`config.mk`:
```
export PLATFORM = sky130hd
export DESIGN_NAME = pvb_ram
export DESIGN_NICKNAME = d
export VERILOG_FILES = /design/src/rtl/pvb_ram.sv
export SDC_FILE = /design/constraint.sdc
export NUM_CORES = 1
export LEC_CHECK = 0
export ABC_CLOCK_PERIOD_IN_PS = 4300
export BUFFER_PORTS_ARGS = -buffer_cell sky130_fd_sc_hd__buf_4
export CORE_UTILIZATION = 35
export CTS_CLUSTER_DIAMETER = 150
export DETAILED_ROUTE_END_ITERATION = 7
export PLACE_DENSITY = 0.62
export SYNTH_ARGS = -nofsm -noshare
export SYNTH_HDL_FRONTEND = slang
export SYNTH_SLANG_ARGS = --single-unit
```
`constraint.sdc`:
```
create_clock -name clock -period 4.3 [get_ports clock]
set_clock_uncertainty 0.05 [all_clocks]
set_input_delay 0.43 -clock clock [delete_from_list [all_inputs] [get_ports clock]]
set_output_delay 0.43 -clock clock [all_outputs]
set_load 0.01 [all_outputs]
```
`src/rtl/pvb_ram.sv`:
```
// generic single write port ram with registered read
module pvb_ram #(
   parameter int WIDTH = 8,
   parameter int DEPTH = 16
) (
   input  logic                     clock,
   input  logic                     wr_en,
   input  logic [$clog2(DEPTH)-1:0] wr_addr,
   input  logic [WIDTH-1:0]         wr_data,
   input  logic [$clog2(DEPTH)-1:0] rd_addr,
   output logic [WIDTH-1:0]         rd_data
);
   logic [WIDTH-1:0] mem_ff [DEPTH];
   logic [WIDTH-1:0] rd_data_ff;

   always_ff @(posedge clock) begin
      if (wr_en) begin
         mem_ff[wr_addr] <= wr_data;
      end
      rd_data_ff <= mem_ff[rd_addr];
   end

   assign rd_data = rd_data_ff;
endmodule

```
# == Word level (Yosys, flattened, before mapping) ==
# Memory sizes are Yosys's and may differ from the RTL's. A register that Yosys moved wholly into a read port is not among the register bits.
# Cells that the tools add are included.
# totals
ff_bits,0
latch_bits,0
ram_bits,128
rom_bits,0
output_inout_bits,8
memories,1
# mem_list
name,depth,width,read_ports,rd_clocked_by_memory_dff,wr,line_no,source
mem_ff,16,8,1,1,1,13,logic [WIDTH-1:0] mem_ff [DEPTH];
# op_classes
addsub,0
n_mul,0
n_div,0
order_cmp,0
n_eq_ne,0
n_shift,0
mux,2
n_bitwise,0
n_reduce_logical,0
# ops
cell,count
$mux W1,2

# == Longest topological paths before layout ==
# logic_depth
word_depth,2
mapped_depth,5

# == Worst setup path before layout ==
# OpenSTA, ideal clock, no wires.
# synth_timing
path_kind,input-to-reg
startpoint,input wr_addr[2]
endpoint,"memory mem_ff[0][0], enable pin"
setup_ps,383
t_arrival_ps,1540
path_slack_ps,2327
cell_stages,2
path_cell_list,or3b_2 > nor3_1
# synth_rtl
item,line_no,source
from (decl),8,"input logic [$clog2(DEPTH)-1:0] wr_addr,"
to (decl),13,
# Straight into the memory's write port.

# == Final worst setup path ==
# layout_timing
startpoint,input wr_addr[2]
endpoint,"memory mem_ff[0][2], enable pin"
# Straight into the memory's write port.

==> flow_summary.toml <==
[status]
status = "complete, no violations"

[run]
drv_cap = 0

[global_routing]
grt_first_pass_wirelength_mm = 15.3
track_usage_pct = 15.1
grt_max_degree = 33
overflow = 0
antenna_found_initial = 0
grt_pass1_vias = 2513

[finish]
drive_above_1_share_pct = 25.8
multiInputGateArea_um2 = 1060
fill_cells = 1251
area_growth_pct = 17.4
antenna_cells = 0
nets = 284
regArea_um2 = 4000

[cts]
cts_max_path_buffers = 2
htree_levels = 4
cts.repair.resized = 0
root_buffer = "clkbuf_16"
cts.clk_slew.worst_paths_ps = 50
cts_tree = "built"
clk_latency_ps = 410
numCtsBuffers = 17
hold_buffers = 0
cts.sinks = 136
post_cts_buffers = 0

[sta]
rsz0062_at_grt = "no"
setup_tns_ps = 0
finalCritPeriodShare_pct = 44.0
slew_viol_final = 0
setup_viol = 0
worst_pin_slew_ps = 1040
max_freq_mhz = 529
hold-worst-slack_ps = 284
period_minus_slack_ps = 1890
finalHoldViolCount = 0
slew_headroom_pct = 30.0

[yosys]
synthFlopType = "edfxtp_1"
ys_types = 19
synth.most_common_cell = "edfxtp_1"
yosysSeqAreaShare_pct = 77.8
syn_nets = 247
avgSynthCellArea_um2 = 22.5
syn_area_um2 = 5150
ys_ff_latch = 136
netlist_top_cells_count = "edfxtp_1 (128), mux4_2 (18), a22oi_1 (16), mux4_1 (14), nor2_1 (13)"
yosysWarnings = 0
yosysTopAreaCell = "edfxtp_1"
synthArstFlopShare_pct = 0
ys_top_cells_by_area = "edfxtp_1 (75%), mux4_2 (7.9%), mux4_1 (7.1%)"
synth_cells = 229
yosysTopAreaCellShare_pct = 74.7
synth_edf_count = 128

[hold_path]
holdCritStartpoint = "wr_data[6]"
hold-path-cell-count = 1
hp-class = "in -> reg"
min_delay_worst_endpoint = "mem_ff[2][6]"

[worst_setup_path]
crit_type = "in -> reg"
rr_worst_depth = 3
cp_max_fo = 8
end_kind = "register"
cp.arrival_ps = 1870
regToRegEndpoint = "rd_data[1]"
timing.rr.start = "mem_ff[1][1]"
cp_data_required_time_ps = 4280
rrSetupSlack_ps = 2810
start_kind = "primary input"

[drt]
postRouteAntennaNets = 0
remaining_drc_errors = 0
initialDrtViolationCount = 185
num_vias = 2440
viasPerCell = 5.32
wire_per_inst_um = 22.2
first_pass_iters = 4
routed_wl_mm = 10.2

[floorplan]
num_rows = 43
start_util_pct = 36.5
die_area_um2 = 15200
ios = 26
core-area_um2 = 14100
dieWidth_um = 123
fp.dieH_um = 123

[pwr]
power.total_mw = 2.98
max-vdd-ir-drop_mv = 0.275
power.density_nw_per_um2 = 493
leakage_nw = 2.00

[placed_design]
gp_congestion = 0.710
dp_hpwl_mm = 6.20
port_buffers = 25
==> logic make-up (layout without fill, tap and decap cells) <==
logic type / Yosys count / count (layout) / synth area share [%]
mux: 32 / 32 / 15.0
compound gates: 16 / 16 / 2.33
buf+inv: 10 / 60 / 1.68
simple gates: 35 / 35 / 3.18
flops: 136 / 136 / 77.8
==> power by group <==
| group | switching, mW | internal [mW] |
|---|---|---|
| Clock | 0.506 | 0.835 |
| Combinational | 0.0826 | 0.0621 |
| Sequential | 0.00914 | 1.48 |
| Total | 0.597 | 2.38 |
==> registers in the layout, indices dropped and copies added, names as in the netlist <==
name / cells
rd_data: 8
mem_ff: 128
==> stage by stage <==
| step | std cells | cell area, µm² | util [%] | worst slack (ps) |
|---|---|---|---|---|
| final | 459 | 6040 | 42.9 | 2410 |
| after global routing | 459 | 6040 | 42.9 | 2330 |
| after CTS | 459 | 6040 | 42.9 | 2390 |
| after detailed placement | 427 | 5500 | 39.0 | 1960 |
| after global placement | 427 | 5500 | 39.0 | 2050 |
| after floorplan | 229 | 5150 | - | 2330 |
==> cell usage in the layout (no fill, tap or decap), types with 2 or more instances in the layout <==
cell type,Yosys,final
nand3b_1,2,2
dfxtp_1,8,8
nand2_1,9,9
nand2b_1,2,2
clkinv_2,0,5
buf_4,1,28
clkbuf_1,0,2
mux4_2,18,18
a22oi_1,16,16
edfxtp_1,128,128
clkbuf_16,0,17
clkinv_1,0,5
bufinv_16,0,2
nor2_1,13,13
mux4_1,14,14
nor3_1,4,4
==> per-layer routing <==
metal | track usage [%] | up-vias | part of all wire (%)
met5 | 0 | - | 0
met4 | 6.48 | 0 | 2.4
met3 | 4.43 | 22 | 5.7
met2 | 21.6 | 105 | 45
met1 | 21.4 | 1268 | 46
li1 | - | 1045 | -
==> critical path, stage by stage <==
cell    delay [ps]
buf_4          120
or3b_2         500
nor3_1         820
==> worst max path at each step <==
| stage | slack [ps] | startpoint | end |
|---|---|---|---|
| 6_report | 2410 | wr_addr[2] | mem_ff[0][2] |
| 5_1_grt | 2330 | wr_addr[2] | mem_ff[0][3] |
| 4_1_cts | 2390 | wr_addr[2] | mem_ff[0][3] |
| 3_5_place_dp | 1960 | wr_addr[2] | mem_ff[0][5] |
| 3_3_place_gp | 2050 | wr_addr[2] | mem_ff[0][2] |
| 2_1_floorplan | 2330 | wr_addr[2] | mem_ff[0][0] |
==> cell type report <==
cell class	count	share of cell area, %
flip-flops and latches	136	66.3
multi-input cells	83	17.5
clock buffers	19	7.17
well taps	180	3.73
repair buffers	28	3.48
clock inverters	13	1.84
(Power assumes the default switching activity.)
