--- src/rtl/pvb_div.sv ---
// restoring divider, one quotient bit per cycle
module pvb_div #(
   parameter int DW = 21,
   parameter int SW = 16
) (
   input  logic          clock,
   input  logic          reset,
   input  logic          start,
   input  logic [DW-1:0] dividend,
   input  logic [SW-1:0] divisor,
   output logic          busy,
   output logic [DW-1:0] quotient
);
   localparam int CW = $clog2(DW + 1);

   logic [DW-1:0] dvd_ff;
   logic [SW-1:0] rem_ff;
   logic [SW-1:0] dsr_ff;
   logic [CW-1:0] cnt_ff;
   logic          busy_ff;
   logic [SW:0]   rem_sh;
   logic [SW:0]   diff;
   logic          ge;

   assign rem_sh = {rem_ff, dvd_ff[DW-1]};
   assign diff   = rem_sh - {1'b0, dsr_ff};
   assign ge     = rem_sh >= {1'b0, dsr_ff};

   always_ff @(posedge clock) begin
      if (reset) begin
         busy_ff <= 1'b0;
         cnt_ff  <= '0;
      end else if (start) begin
         busy_ff <= 1'b1;
         cnt_ff  <= '0;
      end else if (busy_ff) begin
         cnt_ff <= cnt_ff + CW'(1);
         if (cnt_ff == CW'(DW - 1)) begin
            busy_ff <= 1'b0;
         end
      end
   end

   always_ff @(posedge clock) begin
      if (start) begin
         dvd_ff <= dividend;
         rem_ff <= '0;
         dsr_ff <= divisor;
      end else if (busy_ff) begin
         dvd_ff <= {dvd_ff[DW-2:0], ge};
         rem_ff <= ge ? diff[SW-1:0] : rem_sh[SW-1:0];
      end
   end

   assign busy     = busy_ff;
   assign quotient = dvd_ff;
endmodule

--- config.mk ---
export PLATFORM = sky130hd
export DESIGN_NAME = pvb_div
export DESIGN_NICKNAME = d
export VERILOG_FILES = /design/src/rtl/pvb_div.sv
export SDC_FILE = /design/constraint.sdc
export NUM_CORES = 1
export LEC_CHECK = 0
export BUFFER_PORTS_ARGS = -buffer_cell sky130_fd_sc_hd__clkbuf_2
export CAP_MARGIN = 20
export CORE_ASPECT_RATIO = 0.8
export CORE_MARGIN = 2
export CORE_UTILIZATION = 56
export DETAILED_ROUTE_END_ITERATION = 10
export PLACE_DENSITY = 0.8
export SYNTH_ARGS = -nofsm -noshare
export SYNTH_HDL_FRONTEND = slang
export SYNTH_SLANG_ARGS = --single-unit
--- constraint.sdc ---
create_clock -name clock -period 2.8 [get_ports clock]
set_clock_uncertainty 0.1 [all_clocks]
set_input_delay 0.84 -clock clock [delete_from_list [all_inputs] [get_ports clock]]
set_output_delay 0.84 -clock clock [all_outputs]
set_load 0.01 [all_outputs]
# ---- Word level (Yosys, flattened, before mapping)
# Index checks and enable logic that the tools add are counted.
# W data, S select, Z words.
dict set report word_totals {
  reg_bits 59
  in_bits 40
  out_inout_bits 22
  word_cells 17
}
dict set report classes {
  addsub 2
  order_cmp 1
  eq_ne 1
  n_mux 6
  n_reduce_logical 2
}
# cell n
set ops {}
lappend ops {{$mux W21} 2}
lappend ops {{$ge A17 B16 Y1} 1}
lappend ops {{$mux W16} 1}
lappend ops {{$sub A16 B16 Y16} 1}
lappend ops {{$add A5 B1 Y5 const B} 1}
lappend ops {{$eq A5 B5 Y1 const B} 1}
lappend ops {{$mux W1} 3}
lappend ops {{$reduce_bool A2 Y1} 1}
lappend ops {{$reduce_or A2 Y1} 1}

# ---- Longest topological paths before layout
dict set report depth {
  ltp_word 4
  depth_mapped 10
  mapped_depth_nobuf 9
}

# ---- Least setup slack after synthesis
# Ideal clock, no wire load.
dict set report synth_path {
  path_kind {reg-to-reg}
  startpoint {register dsr_ff[14]}
  endpoint {register dvd_ff[0], in the netlist quotient[0], data pin}
  setup_time_ns 0.260
  arrival_time_ns 2.099
  t_required_ns 2.440
  setup_slack_ns 0.342
  path_stages_with_launch 10
  n_path_buf 1
  synth_period_minus_slack_ns 2.458
  cell_sequence {edfxtp_1 -> inv_1 -> ha_1 -> a21o_1 -> a211oi_4 -> and2_1 -> a31o_1 -> buf_2 -> nor2_2 -> mux2_2}
}
dict set report synth_via {
  elab_chain_cells 3
}
# element line
set synth_lines {}
lappend synth_lines {{start: declaration} 18} ;# logic [SW-1:0] dsr_ff;
lappend synth_lines {{start signal: assignment} 48} ;# dsr_ff <= divisor;
lappend synth_lines {{$ge A17 B16 Y1} 27} ;# assign ge = rem_sh >= {1'b0, dsr_ff};
lappend synth_lines {{$mux W21} 49} ;# end else if (busy_ff) begin
lappend synth_lines {{$mux W21} 45} ;# if (start) begin
lappend synth_lines {{end signal: assignment} 46} ;# dvd_ff <= dividend;
lappend synth_lines {{end signal: assignment} 50} ;# dvd_ff <= {dvd_ff[DW-2:0], ge};
lappend synth_lines {{end: declaration} 16} ;# logic [DW-1:0] dvd_ff;
# Every way passes these cells. The select of a mux whose other input is x is not followed.
# A chain may end at the register's enable or synchronous reset.

# ---- Worst setup path after layout
dict set report layout_path {
  startpoint {register rem_ff[13]}
  endpoint {register dvd_ff[0], in the netlist quotient[0], data pin}
}
dict set report layout_via {
  elab_chain_cells 3
}
# element line
set layout_lines {}
lappend layout_lines {{start: declaration} 17} ;# logic [SW-1:0] rem_ff;
lappend layout_lines {{start signal: assignment} 51} ;# rem_ff <= ge ? diff[SW-1:0] : rem_sh[SW-1:0];
lappend layout_lines {{$ge A17 B16 Y1} 27}
lappend layout_lines {{$mux W21} 49}
lappend layout_lines {{$mux W21} 45}
# Every way passes these cells. The select of a mux whose other input is x is not followed.

==> results_dict.tcl <==
set metrics [dict create \
    r2r_start "rem_ff[13]$_SDFFE_PP0P_" \
    fmax_mhz 375 \
    drv_slew 0 \
    layout.cells.non_filler 480 \
    final_hold_viol_count 0 \
    fp.dieH_um 74.5 \
    pwr-share-seq 0.458 \
    cts_tree "built" \
    drt_iter0_markers 198 \
    netlist_area_mm2 0.00348 \
    rr_worst_depth 8 \
    syn_avg_cell_area_um2 10.7 \
    crit_start "rem_ff[13]$_SDFFE_PP0P_" \
    worst-path-stages 8 \
    detail_route.wl_per_cell_um 17.2 \
    worstMarginPinSlew_ns 0.606 \
    die-area_mm2 0.00687 \
    timing_worst_setup_path_type "reg2reg" \
    drtPass1Iterations 5 \
    multi_input_area_mm2 0.00177 \
    maxCapViolCount 0 \
    swShare 0.304 \
    layout-drive-gt1-share 0.336 \
    io_pins 62 \
    required_ns 2.80 \
    syn-instance-count 325 \
    place_congestion 0.842 \
    clkLatencyLatePin_ns 0.35 \
    synth_top_flop_cell "edfxtp_1" \
    antenna_left 0 \
    crit_buf_inv 1 \
    rsz0062_at_grt "false" \
    start_kind "flop" \
    crit_arrival_ns 2.67 \
    clock_path_buffers 2 \
    diodes 0 \
    grt_max_degree 22 \
    fin_crit_sh 0.952 \
    final_nets 453 \
    n_fill_cell 455 \
    seq_area_frac_synth 0.445 \
    dpl.hpwl_um 6070 \
    p_int_mw 1.57 \
    leakage_nw 1.65 \
    portBuffers 61 \
    p_sw_uw 687 \
    clkPwrFrac 0.338 \
    min_period_ns 2.66 \
    syn-num-nets 384 \
    root_buffer "clkbuf_8" \
    yosysWarnings 0 \
    seq_area_mm2 0.00155 \
    synth_top_area_frac 0.319 \
    synth_top_area_cell "edfxtp_1" \
    min_from "rem_ff[13]$_SDFFE_PP0P_" \
    hold_path_class "reg2reg" \
    initial_utilization 0.583 \
    max_stage_delay_ns 0.38 \
    track_usage 0.256 \
    vdd_ir_drop_max_mv 0.487 \
    synth_seq_cells 59 \
    worstPathCellList "ha_1 -> a21o_1 -> a211oi_4 -> o311ai_2 -> nor3_4 -> buf_4 -> nor2_2 -> mux2_2" \
    synth_edf_count 37 \
    cts-buffers-inserted 9 \
    powerDensity_mw_per_mm2 550 \
    hold_depth 2 \
    crit_fanout 8 \
    path_delay_family "compound AO/OA/AOI/OAI gates" \
    wirelength_um 8260 \
    fp.dieW_um 92.2 \
    gr-total-overflow 0 \
    dp.cells 462 \
    row_count 25 \
    rr_endpoint "quotient[0]$_DFFE_PP_" \
    synth-async-reset-ratio 0 \
    timing.setup.tns_ns 0 \
    drt-vias-per-instance 5.98 \
    hold_end "rem_ff[13]$_SDFFE_PP0P_" \
    cts_max_level 3 \
    setup-violations-final 0 \
    clkSlewWorstSetupHoldPaths_ns 0.07 \
    clock-sinks 59 \
    antenna_found_initial 0 \
    total_power_mw 2.26 \
    status "finished, final reports clean" \
    yosysUniqueCellTypes 65 \
    num_vias 2868 \
    critPathSlowestCell "a211oi_4" \
    grt_pass1_vias 2819 \
    max_slew_margin 0.594 \
    end_kind "flop" \
    power.share.combinational 0.204 \
    drc 0 \
    synth_area_leaders "edfxtp_1 32%, dfxtp_1 13%, mux2_2 6.8%, ha_1 6.5%, a21oi_1 2.7%" \
    syn_to_final_growth_pct 18.0 \
    reg2reg_slack_ns 0.14 \
    coreArea_mm2 0.00597 \
    grt_pass1_wl_um 13500 \
]
==> metal layers <==
layer	track usage	vias to the layer above	part of all wire
met3	0.0689	16	0.081
met4	0.0713	0	0.016
li1	-	1377	-
met1	0.339	1364	0.43
met5	0	-	0
met2	0.422	111	0.47
==> sequential cells by signal (all words and copies together) (netlist names) <==
register  flops
rem_ff       16
quotient     21
busy          1
cnt_ff        5
dsr_ff       16
==> repair_timing <==
| action | in CTS | in global routing |
|---|---|---|
| setup endpoints to repair | 0 | 11 |
| hold buffers | 0 | 0 |
| gates resized for setup | 0 | 4 |
| setup buffers | 0 | 2 |
| hold endpoints to repair | 0 | 0 |
==> power groups by stage <==
stage / logic, mW / registers (mW) / clock network [mW]
4_1_cts: 0.447 / 1.04 / 0.775
2_1_floorplan: 0.297 / 1.06 / 0
5_1_grt: 0.506 / 1.04 / 0.810
3_5_place_dp: 0.443 / 1.06 / 0
6_report: 0.462 / 1.03 / 0.765
3_3_place_gp: 0.431 / 1.05 / 0
==> worst reg2reg max path, delay by kind of cell (launching register included) <==
family | cells | cell delay (ns)
AOI/OAI and AO/OA | 3 | 0.86
and+or+nand+nor | 2 | 0.29
DFF | 1 | 0.34
adders and majority gates | 1 | 0.37
buffers and inverters | 1 | 0.19
muxes | 1 | 0.27
==> per-stage QoR <==
stage          setup slack [ns]  utilization  cell area [um^2]  hold WS, ns
6_report                  0.135        0.688              4110        0.423
3_5_place_dp              0.119        0.651              3890        0.410
4_1_cts                  0.0683        0.684              4090        0.420
2_1_floorplan             0.342            -              3480        0.362
3_3_place_gp              0.116        0.651              3890        0.399
5_1_grt                  0.0179        0.688              4110        0.455
==> cells in the mapped netlist, types with 4 or more instances <==
library cell	count
a211oi_2	4
mux2_2	21
o211ai_1	7
a21oi_1	19
o21ai_0	14
clkbuf_1	4
buf_2	6
nand3_1	8
nor3_1	14
xor2_1	4
nand2_1	14
ha_1	18
xnor2_1	6
nand4_1	8
a211oi_1	4
edfxtp_1	37
inv_1	24
nor2_1	16
dfxtp_1	22
==> cells in the final DEF, fill, tap and decap left out, types with 3 or more instances in the layout <==
cell and count:
ha_1 18, xor2_1 4, nor3_1 14, o311ai_1 3
xnor2_1 6, nor2b_1 3, clkbuf_8 9, o211ai_1 7
a211oi_2 4, nand2b_1 3, nand2_1 14, clkbuf_2 61
o21a_1 3, nand3_1 8, a21o_1 3, and2_1 3
nor2_1 16, buf_4 12, nand4_1 8, mux2_2 21
a21oi_1 19, o21ai_0 14, inv_1 24, edfxtp_1 37
a211oi_1 4, o31ai_1 3, dfxtp_1 22
==> kinds of logic after synthesis <==
family	synth area share
adder cells (fa/ha/maj)	0.0704
multiplexers	0.0736
flip-flops	0.445
AND/OR/NAND/NOR	0.130
buffers and inverters	0.0485
XOR/XNOR	0.0251
AO/OA/AOI/OAI	0.207
==> how the worst max path moves through the flow <==
stage                                         end
final                       quotient[0]$_DFFE_PP_
after global routing        quotient[0]$_DFFE_PP_
after CTS                 rem_ff[10]$_SDFFE_PP0P_
after detailed placement  rem_ff[10]$_SDFFE_PP0P_
after global placement    rem_ff[12]$_SDFFE_PP0P_
after floorplan             quotient[0]$_DFFE_PP_
==> area by class of cell <==
type                       count  area share
inverter                      25      0.0228
tap                           81      0.0247
sequential                    59       0.377
multi-input combinational    226       0.432
clock buffer                  10      0.0362
clock inverter                 6      0.0113
timing repair buffer          73      0.0962
Power figures use the tool's default switching activity.
