## src/rtl/pvb_pkg.sv

```systemverilog
// shared types and constants of the point voxel binning unit
package pvb_pkg;

   localparam int X_CELLS_DEF = 64;
   localparam int Y_CELLS_DEF = 64;
   localparam int Z_CELLS_DEF = 64;

   localparam int COORD_W = 20;           // coordinate and register width
   localparam int INDEX_W = 20;           // point index width
   localparam int STEP_W  = 16;           // cell size width
   localparam int OFF_W   = COORD_W + 1;  // difference of two coordinates
   localparam int HIT_W   = 16;
   localparam int HIST_W  = 20;
   localparam int RANGE_W = 20;
   localparam int SQ_W    = 2 * RANGE_W;  // sum of three squares fits here
   localparam int CSR_IW  = 3;
   localparam int CSR_DW  = 20;

   localparam logic [STEP_W-1:0] STEP_RESET = STEP_W'(10);

   typedef enum logic [CSR_IW-1:0] {
      CSR_ORIGIN_X = 3'd0,
      CSR_TOP_Y    = 3'd1,
      CSR_TOP_Z    = 3'd2,
      CSR_STEP_X   = 3'd3,
      CSR_STEP_Y   = 3'd4,
      CSR_STEP_Z   = 3'd5
   } csr_index_type;

   typedef enum logic [2:0] {
      ST_CLEAR,
      ST_IDLE,
      ST_LOAD,
      ST_CALC,
      ST_READ,
      ST_WRITE
   } pvb_state_type;

endpackage

```

## src/rtl/pvb_root.sv

```systemverilog
// range unit: sum of squares on one shared multiplier, then a bit-serial square root
module pvb_root (
   input  logic                               clock,
   input  logic                               reset,
   input  logic                               start,
   input  logic signed [pvb_pkg::COORD_W-1:0] x,
   input  logic signed [pvb_pkg::COORD_W-1:0] y,
   input  logic signed [pvb_pkg::COORD_W-1:0] z,
   output logic                               busy,
   output logic [pvb_pkg::RANGE_W-1:0]        root
);
   import pvb_pkg::*;

   localparam int MUL_STEPS = 4;  // three products plus the last accumulate
   localparam int LAST      = MUL_STEPS + RANGE_W - 1;
   localparam int CW        = $clog2(LAST + 1);
   localparam int REM_W     = RANGE_W + 2;
   localparam int PROD_W    = 2 * COORD_W - 1;

   logic signed [COORD_W-1:0] x_ff, y_ff, z_ff;
   logic signed [COORD_W-1:0] sel;
   logic signed [2*COORD_W-1:0] sq;
   logic [PROD_W-1:0]  prod_ff;
   logic [SQ_W-1:0]    acc_ff;
   logic [REM_W-1:0]   rem_ff;
   logic [RANGE_W-1:0] root_ff;
   logic [CW-1:0]      cnt_ff;
   logic               busy_ff;
   logic [REM_W+1:0]   rem_sh;
   logic [REM_W+1:0]   trial;
   logic               ge;

   always_comb begin
      case (cnt_ff[1:0])
         2'd0:    sel = x_ff;
         2'd1:    sel = y_ff;
         2'd2:    sel = z_ff;
         default: sel = '0;
      endcase
   end

   assign sq     = sel * sel;
   assign rem_sh = {rem_ff, acc_ff[SQ_W-1:SQ_W-2]};
   assign trial  = {2'b00, root_ff, 2'b01};
   assign ge     = rem_sh >= trial;

   always_ff @(posedge clock) begin
      if (reset) begin
         busy_ff <= 1'b0;
         cnt_ff  <= '0;
      end else if (start) begin
         busy_ff <= 1'b1;
         cnt_ff  <= '0;
      end else if (busy_ff) begin
         cnt_ff <= cnt_ff + CW'(1);
         if (cnt_ff == CW'(LAST)) begin
            busy_ff <= 1'b0;
         end
      end
   end

   always_ff @(posedge clock) begin
      if (start) begin
         x_ff    <= x;
         y_ff    <= y;
         z_ff    <= z;
         prod_ff <= '0;
         acc_ff  <= '0;
         rem_ff  <= '0;
         root_ff <= '0;
      end else if (busy_ff) begin
         if (cnt_ff < CW'(MUL_STEPS)) begin
            prod_ff <= sq[PROD_W-1:0];
            acc_ff  <= acc_ff + SQ_W'(prod_ff);
         end else begin
            // one root bit per cycle, two radicand bits in
            acc_ff  <= {acc_ff[SQ_W-3:0], 2'b00};
            rem_ff  <= ge ? REM_W'(rem_sh - trial) : rem_sh[REM_W-1:0];
            root_ff <= {root_ff[RANGE_W-2:0], ge};
         end
      end
   end

   assign busy = busy_ff;
   assign root = root_ff;
endmodule

```

## config.mk

```make
export PLATFORM = sky130hd
export DESIGN_NAME = pvb_root
export DESIGN_NICKNAME = d
export VERILOG_FILES = /design/src/rtl/pvb_pkg.sv /design/src/rtl/pvb_root.sv
export SDC_FILE = /design/constraint.sdc
export NUM_CORES = 1
export LEC_CHECK = 0
export BUFFER_PORTS_ARGS = -buffer_cell sky130_fd_sc_hd__buf_2
export CELL_PAD_IN_SITES_DETAIL_PLACEMENT = 1
export CELL_PAD_IN_SITES_GLOBAL_PLACEMENT = 1
export CORE_MARGIN = 2
export CORE_UTILIZATION = 50
export CTS_CLUSTER_DIAMETER = 30
export CTS_CLUSTER_SIZE = 25
export DETAILED_ROUTE_END_ITERATION = 16
export HOLD_SLACK_MARGIN = 0.05
export PLACE_DENSITY = 0.79
export SLEW_MARGIN = 5
export SYNTH_ARGS = -nofsm -noshare
export SYNTH_HDL_FRONTEND = slang
export SYNTH_SLANG_ARGS = --single-unit
```

## constraint.sdc

```tcl
create_clock -name clock -period 9.2 [get_ports clock]
set_clock_uncertainty 0.15 [all_clocks]
set_input_delay 1.38 -clock clock [delete_from_list [all_inputs] [get_ports clock]]
set_output_delay 1.38 -clock clock [all_outputs]
set_load 0.05 [all_outputs]
```

### Yosys cells after proc, flatten, opt, wreduce, memory -nomap -nowiden

Index checks and enable logic that the tools add are counted.
Widths: inputs -> output; s select.

| cells by class | value |
|---|---|
| add/sub/neg operators | 3 |
| multipliers | 1 |
| divide/modulo/power cells | 0 |
| order comparisons | 2 |
| eq/ne operators | 3 |
| shift-type cells | 0 |
| mux-type cells | 6 |
| bitwise operators | 1 |
| reductions and logical operators | 4 |

Operators by type and width:

| cell | number |
|---|---|
| $pmux 20 s3 | 1 |
| $add 40x39->40 | 1 |
| $mux 40 | 1 |
| $mul 20x20->39 | 1 |
| $ge 24x22->1 | 1 |
| $mux 22 | 1 |
| $sub 22x22->22 | 1 |
| $add 5x1->5 const B | 1 |
| $eq 5x5->1 const B | 1 |
| $lt 5x3->1 const B | 1 |
| $reduce_and 2->1 | 2 |
| $mux 1 | 3 |
| $eq 2x1->1 const B | 1 |
| $eq 2x2->1 const B | 1 |
| $logic_not 2->1 | 1 |
| $reduce_or 2->1 | 1 |
| $not 1->1 | 1 |

| storage, ports and cells | value |
|---|---|
| bits in registers | 187 |
| bits in latches | 0 |
| bits in writable memories | 0 |
| bits in read-only memories | 0 |
| input port bits | 63 |
| output and inout bits | 21 |
| memories | 0 |

### Logic depth before layout (Yosys ltp)

| depth | value |
|---|---|
| depth after elaboration | 4 |
| mapped depth | 35 |

### Worst setup path after synthesis

Ideal clock, no wire load.

| timing path | value |
|---|---|
| path kind | register to register |
| start point | register cnt_ff[0] |
| end point | register prod_ff[38] |
| arrival | 8.036 ns |
| data required time | 8.955 ns |
| slack | 0.919 ns |
| cell stages (with the launch flop) | 30 |
| buffers on the path | 3 |
| path through | dfxtp_1 inv_1 ha_1 clkbuf_1 a222oi_1 or2_2 clkbuf_1 inv_1 clkbuf_1 nand2_1 fa_1 inv_1 fa_1 fa_1 fa_1 fa_1 fa_1 inv_1 fa_1 inv_1 ha_1 and2_1 nand4_1 o21ai_0 o32ai_1 or2_2 o31ai_1 a41oi_1 mux2i_1 a221oi_1 |

| on the way | value |
|---|---|
| longest elaborated chain between the ends | 3 |
| elaborated cells between the ends (all ways) | 7 |
| classes of those cells | mul: 1; order compare: 1; eq/ne: 2; mux: 1; reduce/logical: 2 |

RTL lines:

| what | RTL line | RTL |
|---|---|---|
| from (decl) | pvb_root.sv:27 | `logic [CW-1:0] cnt_ff;` |
| from (signal assigned) | pvb_root.sv:55 | `cnt_ff <= cnt_ff + CW'(1);` |
| $eq 2x2->1, or another cell as far along | pvb_root.sv:34 | `case (cnt_ff[1:0])` |
| $pmux 20 s3 | pvb_root.sv:34 |  |
| $mul 20x20->39 | pvb_root.sv:42 | `assign sq = sel * sel;` |
| to (signal assigned) | pvb_root.sv:73 | `prod_ff <= sq[PROD_W-1:0];` |
| to (decl) | pvb_root.sv:23 | `logic [PROD_W-1:0] prod_ff;` |

Several ways; a longest one is shown, not always the timed one.
A chain may end at the register's enable or synchronous reset.

### Final worst setup path

| timing path | value |
|---|---|
| start point | register cnt_ff[1] |
| end point | register prod_ff[38] |

The elaborated chain is that of the path after synthesis.

==> impl_metrics.ini <==
[sta]
period_needed_ns = 8.74
slew-limit-headroom_pct = 42.9
rsz0062_at_grt = false
finalSetupTns_ns = 0
hold_viol = 0
max_freq_mhz = 114
holdWs_ns = 0.314
setup_viol = 0
tightest_slew_ns = 0.856
fin_crit_sh_pct = 95.0
final_max_slew_viol_count = 0

[setup_path]
slowest_stage = fa_1
cp-end-kind = flop
cp_max_fo = 10
startpoint_type = flop
arrival_ns = 9.01
worstPathRequired_ns = 9.47
slowest_delay_ns = 0.54
worst_path_most_repeated_cell = fa_1
crit_type = reg -> reg

[synthesis]
synthFlopType = dfxtp_1
syn_area_sq_um = 23100
yosysMostFrequentCell = inv_1
yosysWarnings = 0
synth_top_area_share_pct = 32.7
yosys.area.top_type = fa_1
avgSynthCellArea_sq_um = 8.95
synth_edf_count = 60
synth_common_cells = inv_1, fa_1, nand2_1
synthesis.nets = 3188
ys_seq_area_share_pct = 18.7
yosysUniqueCellTypes = 77
async_flop_share_pct = 0
syn_inst = 2583
ys_ff_latch = 186
synthTopCellsByArea = fa_1, dfxtp_1, ha_1

[global_routing]
antenna_found_initial = 1
grt_pass1_wl_um = 112000
gr-total-overflow = 0
grt_max_degree = 69
grt_pass1_vias = 20755
grt_usage_pct = 30.6

[status]
outcome = finished clean

[clock_network]
root_buffer = clkbuf_16
cts_tree = yes
clock_tree.buffer_depth = 2
clk_latency_ns = 0.51
h-tree-depth = 4
clk_pin_slew_ns = 0.08
cts_sinks = 186
cts_buffers = 17
postCtsHoldBufs = 0

[final_layout]
drive_above_1_share_pct = 7.71
syn2layout_area_growth_pct = 8.12
final_nets = 3251
fillerInstances = 5409

[routing]
postRouteAntennaNets = 0
viasPerCell = 5.69
wl_per_cell_um = 21.5
dr.pass1.iters = 5
routed_wl_um = 70000
routed-via-count = 18538
drc = 0
first_iter_violations = 1102

[place]
gp_congestion = 0.980
port_buffers = 83
hpwl_um = 57100

[floorplan]
coreArea_sq_um = 45500
initial_utilization_pct = 50.9
die-width_um = 219
ioPinCount = 84
dieArea_sq_um = 48000
num_rows = 78
die_h_um = 219

[worst_hold_path]
hp-class = reg -> reg

[run]
maxCapViolations = 0
[cell type report]
type                            count  area, sq um  share of cell area [%]
Antenna cell                        1         2.50                  0.0100
Clock buffer                       17          425                    1.70
Clock inverter                     15          200                   0.801
Inverter                          500         1900                    7.58
Multi-Input combinational cell   1811        16600                    66.5
Sequential cell                   186         4330                    17.3
Tap cell                          600          751                    3.00
Timing Repair Buffer              130          774                    3.10
[state kept, by name, indices dropped and copies added, names as in the netlist]
register / cells
acc_ff: 40
prod_ff: 38
rem_ff: 22
root: 20
x_ff: 20
y_ff: 20
z_ff: 20
cnt_ff: 5
busy: 1
[worst max-delay path: cells and delay by family, from the launching register on]
kind                     cells  cell delay [ns]
adder cells (fa/ha/maj)      9             4.29
buffers and inverters        6             0.77
AO/OA/AOI/OAI                6             1.17
multiplexers                 1             0.15
AND/OR/NAND/NOR              6             1.75
flip-flops                   1             0.36
[cell families after synthesis]
family                     after synthesis  share of synthesized area (%)
and+or+nand+nor                        747                           13.9
buffers and inverters                  586                           9.59
adders and majority gates              542                           41.6
AOI/OAI and AO/OA                      414                           12.0
DFF                                    186                           18.7
xor gates and xnor gates                93                           3.52
muxes                                   15                          0.655
[final timing paths]
kind / start / to / slack [ns] / cells past startpoint
setup / recovery: cnt_ff[1] / prod_ff[38] / 0.46 / 28
hold / removal: prod_ff[7] / prod_ff[7] / 0.31 / 2
setup reg to reg: cnt_ff[1] / prod_ff[38] / 0.46 / 28
hold reg to reg: prod_ff[7] / prod_ff[7] / 0.31 / 2
[placed cells by master (no fill, tap or decap), types with 5 or more instances in the layout]
cell,instances
a211o_1,6
a211oi_1,37
a21o_1,31
a21oi_1,138
a22oi_1,16
a311oi_1,28
a31oi_1,10
and2_1,19
and3_1,8
buf_2,82
buf_4,47
clkbuf_16,17
clkinvlp_4,6
dfxtp_1,124
edfxtp_1,60
fa_1,377
ha_1,162
inv_1,493
inv_8,5
mux2i_1,14
nand2_1,330
nand2b_1,19
nand3_1,20
nand4_1,9
nand4b_1,6
nor2_1,232
nor2b_1,6
nor3_1,47
nor3b_1,6
o211ai_1,8
o21a_1,22
o21ai_0,58
o21bai_1,8
o31ai_1,5
or2_2,6
or3_1,12
xnor2_1,67
xor2_1,26
[metrics by stage]
step / cells / setup slack, ns / util [%] / instance area (sq um)
floorplan: 2583 / 0.919 / - / 23100
global placement: 3222 / 0.622 / 53.4 / 24300
detailed placement: 3222 / 0.136 / 53.4 / 24300
CTS: 3254 / 0.0559 / 54.8 / 24900
global route: 3259 / 0.00952 / 55.0 / 25000
finish: 3260 / 0.462 / 55.0 / 25000
[layer usage]
metal	up-vias	track usage, %	part of all wire, %
li1	8360	-	-
met1	9354	37.3	41
met2	617	53.1	49
met3	207	5.16	5.5
met4	0	14.0	4.7
met5	-	0	0
[timing repair]
| item | CTS | global route |
|---|---|---|
| buffers inserted | 0 | 5 |
| gates resized for setup | 0 | 22 |
| endpoints found under the setup margin | 0 | 7 |
Power is not shown: default switching activity piles up to over one toggle a cycle in this logic, so the estimate is an artifact.
